## config.mk

```make
export PLATFORM = sky130hd
export DESIGN_NAME = periodic_task_dispatcher
export DESIGN_NICKNAME = d
export VERILOG_FILES = /design/src/rtl/core/ptd_pkg.sv /design/src/rtl/core/periodic_task_dispatcher.sv
export SDC_FILE = /design/constraint.sdc
export NUM_CORES = 1
export LEC_CHECK = 0
export BUFFER_PORTS_ARGS = -buffer_cell sky130_fd_sc_hd__buf_2
export CORE_MARGIN = 3
export CORE_UTILIZATION = 63
export CTS_CLUSTER_DIAMETER = 40
export DETAILED_ROUTE_END_ITERATION = 8
export GPL_TIMING_DRIVEN = 0
export HOLD_SLACK_MARGIN = 0.05
export MAX_ROUTING_LAYER = met4
export PLACE_DENSITY = 0.8
export SETUP_SLACK_MARGIN = 0.4
export SYNTH_ARGS = -nofsm -noshare
export SYNTH_HDL_FRONTEND = slang
export SYNTH_SLANG_ARGS = --single-unit
```

## constraint.sdc

```tcl
create_clock -name clk -period 12.8 [get_ports clk]
set_input_delay 0.64 -clock clk [delete_from_list [all_inputs] [get_ports clk]]
set_output_delay 0.64 -clock clk [all_outputs]
set_load 0.02 [all_outputs]
```

## src/rtl/core/ptd_pkg.sv

```systemverilog
// Package: shared types and codes for the periodic task dispatcher.
`timescale 1ns / 1ps

package ptd_pkg;

  localparam int TICK_W    = 64;
  localparam int PERIOD_W  = 32;
  localparam int DIV_RADIX = 4;                      // quotient bits per cycle
  localparam int DIV_STEPS = TICK_W / DIV_RADIX;
  localparam int DIV_CNT_W = $clog2(DIV_STEPS);

  localparam logic CMD_REGISTER = 1'b0;
  localparam logic CMD_TICK     = 1'b1;

  localparam logic KIND_STATUS  = 1'b0;
  localparam logic KIND_DUE     = 1'b1;

  localparam logic STATUS_OK      = 1'b0;
  localparam logic STATUS_NO_DESC = 1'b1;

  typedef enum logic [2:0] {
    ST_IDLE,
    ST_REG,
    ST_READ,
    ST_LOAD,
    ST_DIV,
    ST_CHECK,
    ST_FLUSH
  } ptd_state_t;

endpackage

```

## src/rtl/core/periodic_task_dispatcher.sv

```systemverilog
// Top level: slot table in memory, tick counter, scan sequencer and serial modulo unit.
`timescale 1ns / 1ps

//  channel | handshake            | payload
//  --------+----------------------+----------------------------------------------
//  in      | in_valid / in_stall  | command, slot, period, has_task, descriptor_valid
//  out     | out_valid / out_stall| kind, due_slot, status, last
//
//  Register command: accepted, then its status leaves through the output register
//  as soon as that register is free. Tick: accepted, then each slot is read in
//  ST_READ; a used slot also passes ST_LOAD, and one with a task and a nonzero period
//  then passes ST_DIV and ST_CHECK; the modulo unit retires 4 quotient bits a cycle.
//  One item is in work at a time.
//  rst is synchronous; it clears the occupied marks, the tick count and all control.
//  A stalled output holds the scan at the next due slot; no result is dropped.

module periodic_task_dispatcher
  import ptd_pkg::*;
#(
  parameter int SLOTS = 16
) (
  input  logic                clk,
  input  logic                rst,
  input  logic                in_valid,
  output logic                in_stall,
  input  logic                command,
  input  logic [3:0]          slot,
  input  logic [PERIOD_W-1:0] period,
  input  logic                has_task,
  input  logic                descriptor_valid,
  output logic                out_valid,
  input  logic                out_stall,
  output logic                kind,
  output logic [3:0]          due_slot,
  output logic                status,
  output logic                last
);

  localparam int IDX_W = (SLOTS > 1) ? $clog2(SLOTS) : 1;

  ptd_state_t state, state_next;

  // table: {has_task, period}; occupied marks kept in flops
  logic [PERIOD_W:0]   tbl_mem [SLOTS];
  logic [PERIOD_W:0]   rd_data;
  logic [SLOTS-1:0]    used;

  logic [TICK_W-1:0]   tick_total;
  logic [IDX_W-1:0]    idx;
  logic                last_idx;

  // latched register request
  logic [3:0]          req_slot;
  logic [PERIOD_W-1:0] req_period;
  logic                req_has_task;
  logic                req_dv;
  logic [IDX_W+3:0]    req_slot_ext;
  logic [IDX_W-1:0]    wr_idx;
  logic                req_in_range;
  logic                mem_we;

  // modulo unit
  logic [TICK_W-1:0]    div_num;
  logic [PERIOD_W-1:0]  div_per;
  logic [PERIOD_W-1:0]  rem;
  logic [PERIOD_W-1:0]  rem_next;
  logic [DIV_CNT_W-1:0] div_cnt;

  logic                pend_valid;
  logic [3:0]          pend_slot;
  logic [IDX_W+3:0]    idx_ext;
  logic [3:0]          due_cnt;

  logic                out_free;
  logic                out_load;
  logic                kind_next;
  logic [3:0]          due_slot_next;
  logic                status_next;
  logic                last_next;
  logic                due;
  logic                hold_check;
  logic                rd_active;
  logic                advance;

  assign req_slot_ext = (IDX_W + 4)'(req_slot);
  assign wr_idx       = req_slot_ext[IDX_W-1:0];
  assign req_in_range = req_slot_ext < (IDX_W + 4)'(SLOTS);
  assign idx_ext      = (IDX_W + 4)'(idx);
  assign last_idx     = idx == IDX_W'(SLOTS - 1);

  assign out_free   = !out_valid || !out_stall;
  assign due        = rem == '0;
  assign hold_check = due && pend_valid && !out_free;
  assign rd_active  = rd_data[PERIOD_W] && (rd_data[PERIOD_W-1:0] != '0);

  // restoring division, DIV_RADIX bits per cycle; remainder stays below the period
  always_comb begin
    logic [PERIOD_W:0] r;
    rem_next = rem;
    for (int k = 0; k < DIV_RADIX; k++) begin
      r = {rem_next, div_num[TICK_W-1-k]};
      if (r >= {1'b0, div_per}) begin
        r = r - {1'b0, div_per};
      end
      rem_next = r[PERIOD_W-1:0];
    end
  end

  // next state
  always_comb begin
    state_next = state;
    unique case (state)
      ST_IDLE: begin
        if (in_valid && !in_stall) begin
          state_next = (command == CMD_REGISTER) ? ST_REG : ST_READ;
        end
      end
      ST_REG: begin
        if (out_free) begin
          state_next = ST_IDLE;
        end
      end
      ST_READ: begin
        if (used[idx]) begin
          state_next = ST_LOAD;
        end else begin
          state_next = last_idx ? ST_FLUSH : ST_READ;
        end
      end
      ST_LOAD: begin
        if (rd_active) begin
          state_next = ST_DIV;
        end else begin
          state_next = last_idx ? ST_FLUSH : ST_READ;
        end
      end
      ST_DIV: begin
        if (div_cnt == DIV_CNT_W'(DIV_STEPS - 1)) begin
          state_next = ST_CHECK;
        end
      end
      ST_CHECK: begin
        // the scan ends after the sixteenth due slot of a tick
        if (!hold_check) begin
          state_next = (last_idx || (due && due_cnt == 4'd15)) ? ST_FLUSH : ST_READ;
        end
      end
      ST_FLUSH: begin
        if (!pend_valid || out_free) begin
          state_next = ST_IDLE;
        end
      end
      default: state_next = ST_IDLE;
    endcase
  end

  // outputs of the sequencer
  always_comb begin
    in_stall      = rst || (state != ST_IDLE);
    out_load      = 1'b0;
    mem_we        = 1'b0;
    kind_next     = KIND_DUE;
    due_slot_next = pend_slot;
    status_next   = STATUS_OK;
    last_next     = 1'b0;
    unique case (state)
      ST_REG: begin
        out_load      = out_free;
        mem_we        = out_free && req_dv && req_in_range && !used[wr_idx];
        kind_next     = KIND_STATUS;
        due_slot_next = '0;
        status_next   = req_dv ? STATUS_OK : STATUS_NO_DESC;
        last_next     = 1'b1;
      end
      ST_CHECK: begin
        // a new due slot releases the one held back, which is then not last
        out_load = due && pend_valid && out_free;
      end
      ST_FLUSH: begin
        out_load  = pend_valid && out_free;
        last_next = 1'b1;
      end
      default: ;
    endcase
  end

  assign advance = (state == ST_READ || state == ST_LOAD || state == ST_CHECK)
                   && state_next == ST_READ;

  // table memory; writes happen only while idle of scans, so no forwarding
  always_ff @(posedge clk) begin
    if (mem_we) begin
      tbl_mem[wr_idx] <= {req_has_task, req_period};
    end
    rd_data <= tbl_mem[idx];
  end

  always_ff @(posedge clk) begin
    if (rst) begin
      state      <= ST_IDLE;
      used       <= '0;
      tick_total <= '0;
      idx        <= '0;
      pend_valid <= 1'b0;
      out_valid  <= 1'b0;
      div_cnt    <= '0;
      due_cnt    <= '0;
    end else begin
      state <= state_next;

      if (state == ST_IDLE && in_valid && !in_stall) begin
        idx     <= '0;
        due_cnt <= '0;
        if (command == CMD_TICK) begin
          tick_total <= tick_total + TICK_W'(1);
        end
      end else if (advance) begin
        idx <= idx + IDX_W'(1);
      end

      if (mem_we) begin
        used[wr_idx] <= 1'b1;
      end

      if (state == ST_LOAD) begin
        div_cnt <= '0;
      end else if (state == ST_DIV) begin
        div_cnt <= div_cnt + DIV_CNT_W'(1);
      end

      if (state == ST_CHECK && due && !hold_check) begin
        pend_valid <= 1'b1;
        due_cnt    <= due_cnt + 4'd1;
      end else if (state == ST_FLUSH && out_load) begin
        pend_valid <= 1'b0;
      end

      if (out_load) begin
        out_valid <= 1'b1;
      end else if (!out_stall) begin
        out_valid <= 1'b0;
      end
    end
  end

  // payload registers
  always_ff @(posedge clk) begin
    if (state == ST_IDLE && in_valid && !in_stall) begin
      req_slot     <= slot;
      req_period   <= period;
      req_has_task <= has_task;
      req_dv       <= descriptor_valid;
    end

    if (state == ST_LOAD) begin
      rem     <= '0;
      div_num <= tick_total;
      div_per <= rd_data[PERIOD_W-1:0];
    end else if (state == ST_DIV) begin
      rem     <= rem_next;
      div_num <= {div_num[TICK_W-DIV_RADIX-1:0], DIV_RADIX'(0)};
    end

    if (state == ST_CHECK && due && !hold_check) begin
      pend_slot <= idx_ext[3:0];
    end

    if (out_load) begin
      kind     <= kind_next;
      due_slot <= due_slot_next;
      status   <= status_next;
      last     <= last_next;
    end
  end

endmodule

```

==> summary.txt, run 1 <==
Yosys
  • Yosys warns: 0
  • Count leader, synth: edfxtp_1
  • Cell type with the largest total area after synthesis: edfxtp_1
  • Post-synth ARST share: 0%
  • EDFF count, synth: 673
  • Simple-gate share of the synthesized area: 9.70%
  • Top cell type's share of synthesized area: 51.7%
  • Synth Area in Compound Gates: 8.22%
  • Syn_nets: 3105
  • FF+latch count, synth: 835
  • Synth top cells by count: edfxtp_1 (673), nand2_1 (322), nor2_1 (243)
  • XOR/XNOR Fraction of Synth Area: 3.70%
  • Post-Syn Area per Cell: 13.4 um^2
  • Largest cells by area after synthesis: edfxtp_1 (52%), mux4_2 (10%), dfxtp_1 (8.3%)
  • Synthesized area: 39100 um^2
  • Cell count after synthesis: 2926
  • Mux cell area share after synthesis: 11.8%
  • Ys flop type: edfxtp_1
  • Synth cell types: 69
  • Synth Area in Adders: 4.43%
  • Largest family of logic cells by synthesized area: multiplexers
  • Sequential share of the synthesized area: 60.0%

Floorplan
  • Core Rows: 90
  • Die area: 65100 um^2
  • Die height: 255 um
  • Num ports: 52
  • Initial Utilization: 64.2%
  • Die W: 255 um
  • Core Region: 60900 um^2

Place
  • Placed Cells: 3835
  • Routability cong.: 1.04
  • HPWL after DPL: 73.6 mm
  • DP Area: 41000 um^2
  • Port-buffer cells: 51

GRT
  • Vias in the first global route: 27700
  • First-pass GRT wire length: 177 mm
  • Initial antenna violation count: 3
  • Total GRT Usage: 38.5%
  • Largest net degree at the start of global routing: 42
  • GRT overflow: 0

Flow run
  • MaxCap Viol Count: 0

Timing
  • RSZ-0062 raised after global routing: no
  • # setup viols final: 0
  • Worst-Margin Slew: 1.38 ns
  • WHS: 0.151 ns
  • Final period utilization: 94.5%
  • Min Tclk post-route: 12.10 ns
  • Worst Skew: 0.0513 ns
  • Final Hold Viols: 0
  • Slew HR: 7.83%
  • F_max: 0.0827 GHz
  • Setup_tns: 0 ns
  • Final Max Tran Viols: 0

Clocking
  • Worst skew pair latency: 0.66 ns
  • CTS hold repair buffers: 0
  • CTS tree: done
  • Clk root buf: clkbuf_16
  • Clock-pin slew on the worst setup and hold paths: 0.07 ns
  • CTS H-tree lvls: 3
  • Clock buffer depth: 3
  • Num CTS Buffers: 96
  • CTS Sinks: 835

Setup path
  • Critical path buffer and inverter count: 8
  • CP Depth: 50
  • Kind of critical path: reg -> reg
  • Worst Path Required: 13.29 ns
  • Reg2reg start: div_per[3]
  • Worst Setup SP: div_per[3]
  • Crit-path slowest cell: or3b_2
  • Max stage delay on crit path: 0.53 ns
  • FF-to-FF End: rem[13]
  • CP Max Fanout: 10
  • Worst R2R Path Depth: 50
  • Setup crit end kind: flop
  • CP startpoint kind: flop
  • Reg2Reg Setup Slack: 0.70 ns
  • Critical Path AT: 12.59 ns
  • Worst setup endpoint: rem[13]
  • Critical path's top delay family: compound AO/OA/AOI/OAI gates

Run status
  • Status: complete, no violations

Cells and area
  • Layout area overhead: 14.7%
  • Nets: 3304
  • Post-Layout Cell Count: 4037
  • Fin area: 44900 um^2
  • Fillcell total: 3449
  • Layout cells sized above 1: 18.2%

Routing
  • First DRT Iteration DRCs: 4355
  • Detail Route Antenna Nets: 0
  • Pre-Repair DR Iteration Count: 6
  • Via count: 28000
  • # DRC: 0
  • Via/cell ratio: 6.94
  • Total Wirelength: 120 mm
  • Post-DR wirelength/cell: 29.8 um

Min path
  • Worst min-delay path class: in -> reg
  • Hold depth: 1
what timing repair did:
action | in CTS | in global routing
buffers inserted | 8 | 12
pin swaps | 9 | 12
setup endpoints to repair | 32 | 32
endpoints found under the hold margin | 0 | 0
resized for setup | 49 | 97
layout make-up:
cell class                 count  area [um^2]  area share (%)
sequential                   835        23500            52.3
timing repair buffer         101          918            2.05
multi-input combinational   1874        15200            34.0
clock buffer                 119         2520            5.62
antenna                        4         10.0          0.0223
buffer                       113          562            1.25
tap                          828         1040            2.31
inverter                     104          393           0.876
clock inverter                59          726            1.62
metrics by stage:
stage / util [%] / worst slack, ns
after floorplan: - / 1.63
after global placement: 66.3 / -1.93
after detailed placement: 67.3 / -2.07
after CTS: 73.0 / 0.426
after global routing: 73.6 / 0.347
final: 73.6 / 0.702
how the worst min path moves through the flow:
| stage | slack (ns) | end | start |
|---|---|---|---|
| floorplan | 0.41 | pend_slot[2] | idx[2] |
| global placement | 0.41 | div_per[19] | rd_data[19] |
| detailed placement | 0.42 | div_per[21] | rd_data[21] |
| CTS | 0.13 | req_period[16] | period[16] |
| global route | 0.14 | req_period[16] | period[16] |
| finish | 0.15 | req_period[16] | period[16] |
worst reg2reg max path: cells and delay by family, from the launching register on:
family / cells / cell delay (ns)
flip-flops: 1 / 0.38
AND/OR/NAND/NOR: 12 / 2.17
adder cells (fa/ha/maj): 4 / 1.32
AO/OA/AOI/OAI: 26 / 6.22
buffers and inverters: 8 / 1.90
sequential cells by signal, indices dropped and copies added, names as in the netlist, 16 cells and up:
| signal | cells |
|---|---|
| div_num | 64 |
| tick_total | 64 |
| used | 16 |
| rd_data | 33 |
| req_period | 32 |
| rem | 32 |
| div_per | 32 |
| tbl_mem | 528 |
logic make-up after synthesis:
family,count (synthesis)
xor gates and xnor gates,165
and+or+nand+nor,840
DFF,835
AOI/OAI and AO/OA,494
buffers and inverters,217
muxes,239
adders and majority gates,136
cells in the final DEF, fill, tap and decap left out, types with 52 or more instances in the layout:
cell type    n
a21o_1      53
a21oi_1    143
buf_2       59
clkbuf_1    88
clkbuf_16   97
dfxtp_1    161
edfxtp_1   673
ha_1       119
inv_1       85
mux4_2     175
nand2_1    321
nand3_1     52
nor2_1     228
o21ai_0     79
xnor2_1     92
xor2_1      73
metal layers:
layer | routed length, um | track usage, %
met1 | 42900 | 48.3
met2 | 57900 | 60.4
met3 | 12700 | 6.97
met4 | 6720 | 20.3
met5 | 0 | -
Power of run 1 is left out: the tool's default activity adds up to more than one toggle a clock period on the data nets, which glitch-free logic cannot reach.
==> run 2: changes to the inputs <==
CORE_UTILIZATION = 65   (was 63)
CTS_BUF_LIST = sky130_fd_sc_hd__clkbuf_4   (was unset)
PLACE_DENSITY = 0.82   (was 0.8)
==> run 2 against run 1 <==
  * Critical path depth is 3 higher
  * Highest routed layer unchanged
  * Critical path type unchanged
  * Sequential share of layout area is 0.16 points higher
  * Utilization is 1.8 points higher
  * Critical endpoint is now rem[0]
  * Cell area is 0.32% lower
  * Die area is 3.0% lower
  * Maximum frequency hardly changed
  * First-iteration DRC count is 12% lower
  * Clock-buffer cell count is 163 higher
  * Clock skew is 0.025 ns higher
  * Cell count is 4.5% higher
  * Flip-flop and latch count stayed put
  * Register-to-register slack hardly changed
==> summary.txt, run 2 (synthesis results as in run 1) <==
Run status
  • Status: complete, no violations (unchanged)

Routing
  • Total Wirelength: 131 mm (was 120 mm)
  • Post-DR wirelength/cell: 31.0 um (was 29.8 um)
  • Detail Route Antenna Nets: 0 (unchanged)
  • # DRC: 0 (unchanged)
  • First DRT Iteration DRCs: 3812 (was 4355)
  • Pre-Repair DR Iteration Count: 6 (unchanged)
  • Via count: 29300 (was 28000)
  • Via/cell ratio: 6.94 (about the same)

Min path
  • Hold depth: 3 (was 1)
  • Worst min-delay path class: in -> reg (unchanged)

Timing
  • Final Hold Viols: 0 (unchanged)
  • Final Max Tran Viols: 0 (unchanged)
  • # setup viols final: 0 (unchanged)
  • F_max: 0.0827 GHz (about the same)
  • Worst-Margin Slew: 1.46 ns (was 1.38 ns)
  • Final period utilization: 94.4% (was 94.5%)
  • Worst Skew: 0.0758 ns (was 0.0513 ns)
  • RSZ-0062 raised after global routing: no (unchanged)
  • Min Tclk post-route: 12.09 ns (was 12.10 ns)
  • Slew HR: 2.39% (was 7.83%)

Cells and area
  • Regs by FF count: tbl_mem x528, div_num x64, tick_total x64 (unchanged)
  • Most common cell after layout, fill and taps aside: edfxtp_1 (unchanged)
  • Biggest register: tbl_mem (unchanged)
  • Most frequent cells in the layout: edfxtp_1 (673), nand2_1 (322), clkbuf_4 (286), nor2_1 (228), mux4_2 (175) (was edfxtp_1 (673), nand2_1 (321), nor2_1 (228), mux4_2 (175), dfxtp_1 (161))
  • Fin area: 44700 um^2 (was 44900 um^2)
  • Layout area overhead: 14.4% (was 14.7%)
  • Layout cells sized above 1: 22.0% (was 18.2%)
  • Nets: 3453 (was 3304)
  • Max reg flops: 528 (unchanged)

Floorplan
  • Num ports: 52 (unchanged)
  • Die area: 63100 um^2 (was 65100 um^2)
  • Core Rows: 89 (was 90)
  • Initial Utilization: 66.0% (was 64.2%)
  • Die W: 251 um (was 255 um)
  • Die height: 251 um (was 255 um)
  • Core Region: 59200 um^2 (was 60900 um^2)

Clocking
  • Clk root buf: clkbuf_4 (was clkbuf_16)
  • Num CTS Buffers: 194 (was 96)
  • CTS H-tree lvls: 4 (was 3)
  • Worst skew pair latency: 1.02 ns (was 0.66 ns)
  • Clock buffer depth: 3 (unchanged)
  • CTS tree: done (unchanged)
  • Clock-pin slew on the worst setup and hold paths: 0.10 ns (was 0.07 ns)
  • CTS Sinks: 835 (unchanged)

Setup path
  • Worst R2R Path Depth: 53 (was 50)
  • Critical path's top delay family: compound AO/OA/AOI/OAI gates (unchanged)
  • Setup crit end kind: flop (unchanged)
  • Critical Path AT: 12.97 ns (was 12.59 ns)
  • CP Depth: 53 (was 50)
  • CP Max Fanout: 10 (unchanged)
  • Max stage delay on crit path: 0.51 ns (was 0.53 ns)
  • Worst Path Required: 13.69 ns (was 13.29 ns)
  • Kind of critical path: reg -> reg (unchanged)
  • Critical path buffer and inverter count: 12 (was 8)
  • CP startpoint kind: flop (unchanged)
  • Crit-path most repeated cell: buf_4
  • Crit-path slowest cell: or3b_2 (unchanged)
  • Reg2Reg Setup Slack: 0.71 ns (was 0.70 ns)

GRT
  • Vias in the first global route: 28800 (was 27700)
  • Initial antenna violation count: 11 (was 3)
  • Total GRT Usage: 41.6% (was 38.5%)
  • Largest net degree at the start of global routing: 42 (unchanged)
  • First-pass GRT wire length: 185 mm (was 177 mm)
  • GRT overflow: 0 (unchanged)

Place
  • HPWL after DPL: 77.8 mm (was 73.6 mm)
  • DP Area: 40900 um^2 (was 41000 um^2)
  • Port-buffer cells: 51 (unchanged)
  • Routability cong.: 1.00 (was 1.04)

Flow run
  • MaxCap Viol Count: 0 (unchanged)
## run 2: cell types whose count changed in the layout (fill, tap and decap cells not counted), sizes merged
cell / before / now
clkinvlp: 11 / 3
clkbuf: 197 / 364
diode: 4 / 11
clkinv: 27 / 63
buf: 136 / 144
bufinv: 12 / 2
inv: 113 / 109
dlygate4sd3: 0 / 39
## run 2: final timing paths
| path | startpoint | endpoint |
|---|---|---|
| setup / recovery | div_per[1] | rem[0] |
| hold / removal | rst | idx[0] |
| setup reg to reg | div_per[1] | rem[0] |
| hold reg to reg | rd_data[8] | div_per[8] |
## run 2: final cells by class
type | count | area [um^2]
Inverter | 104 | 398
Multi-Input combinational cell | 1874 | 15300
Timing Repair Buffer | 152 | 1430
Clock buffer | 282 | 2120
Clock inverter | 73 | 432
Fill cell | 3439 | 14500
Buffer | 113 | 568
Antenna cell | 11 | 27.5
Sequential cell | 835 | 23500
Tap cell | 773 | 967
## run 2: worst register-to-register path: cells and delay by family, from the launching register on
family	cells	cell delay, ns
buf+inv	12	2.48
flops	1	0.50
compound gates	22	4.63
mux	2	0.39
simple gates	12	2.45
fa+ha+maj	4	1.38
xor+xnor	1	0.10
## run 2: per-stage QoR
stage	util [%]	setup slack (ns)	cells	TNS (ns)	hold WS [ns]
floorplan	-	1.63	2926	0	0.406
global placement	68.0	-2.11	3750	-65.39	0.411
detailed placement	69.1	-2.23	3780	-67.65	0.420
CTS	74.5	0.401	4185	0	0.107
global route	75.5	0.360	4216	0	0.145
finish	75.5	0.711	4217	0	0.189
## run 2: metal layers
layer  vias up  routed length (um)  GRT usage (%)  part of all wire (%)
met4         0                9700           24.3                   7.4
met5         -                   0              -                     0
li1      12000                   -              -                     -
met2      2518               62200           66.1                    48
met1     14100               43700           48.8                    33
met3       709               15000           10.3                    11
## run 2: timing repair
| item | CTS | global route |
|---|---|---|
| setup buffers | 11 | 19 |
| gates cloned | 0 | 2 |
| pin swaps | 11 | 19 |
| setup endpoints to repair | 32 | 32 |
| endpoints found under the hold margin | 39 | 0 |
| resized for setup | 62 | 91 |
| hold buffers | 39 | 0 |
Power of run 2 is left out for the same reason.
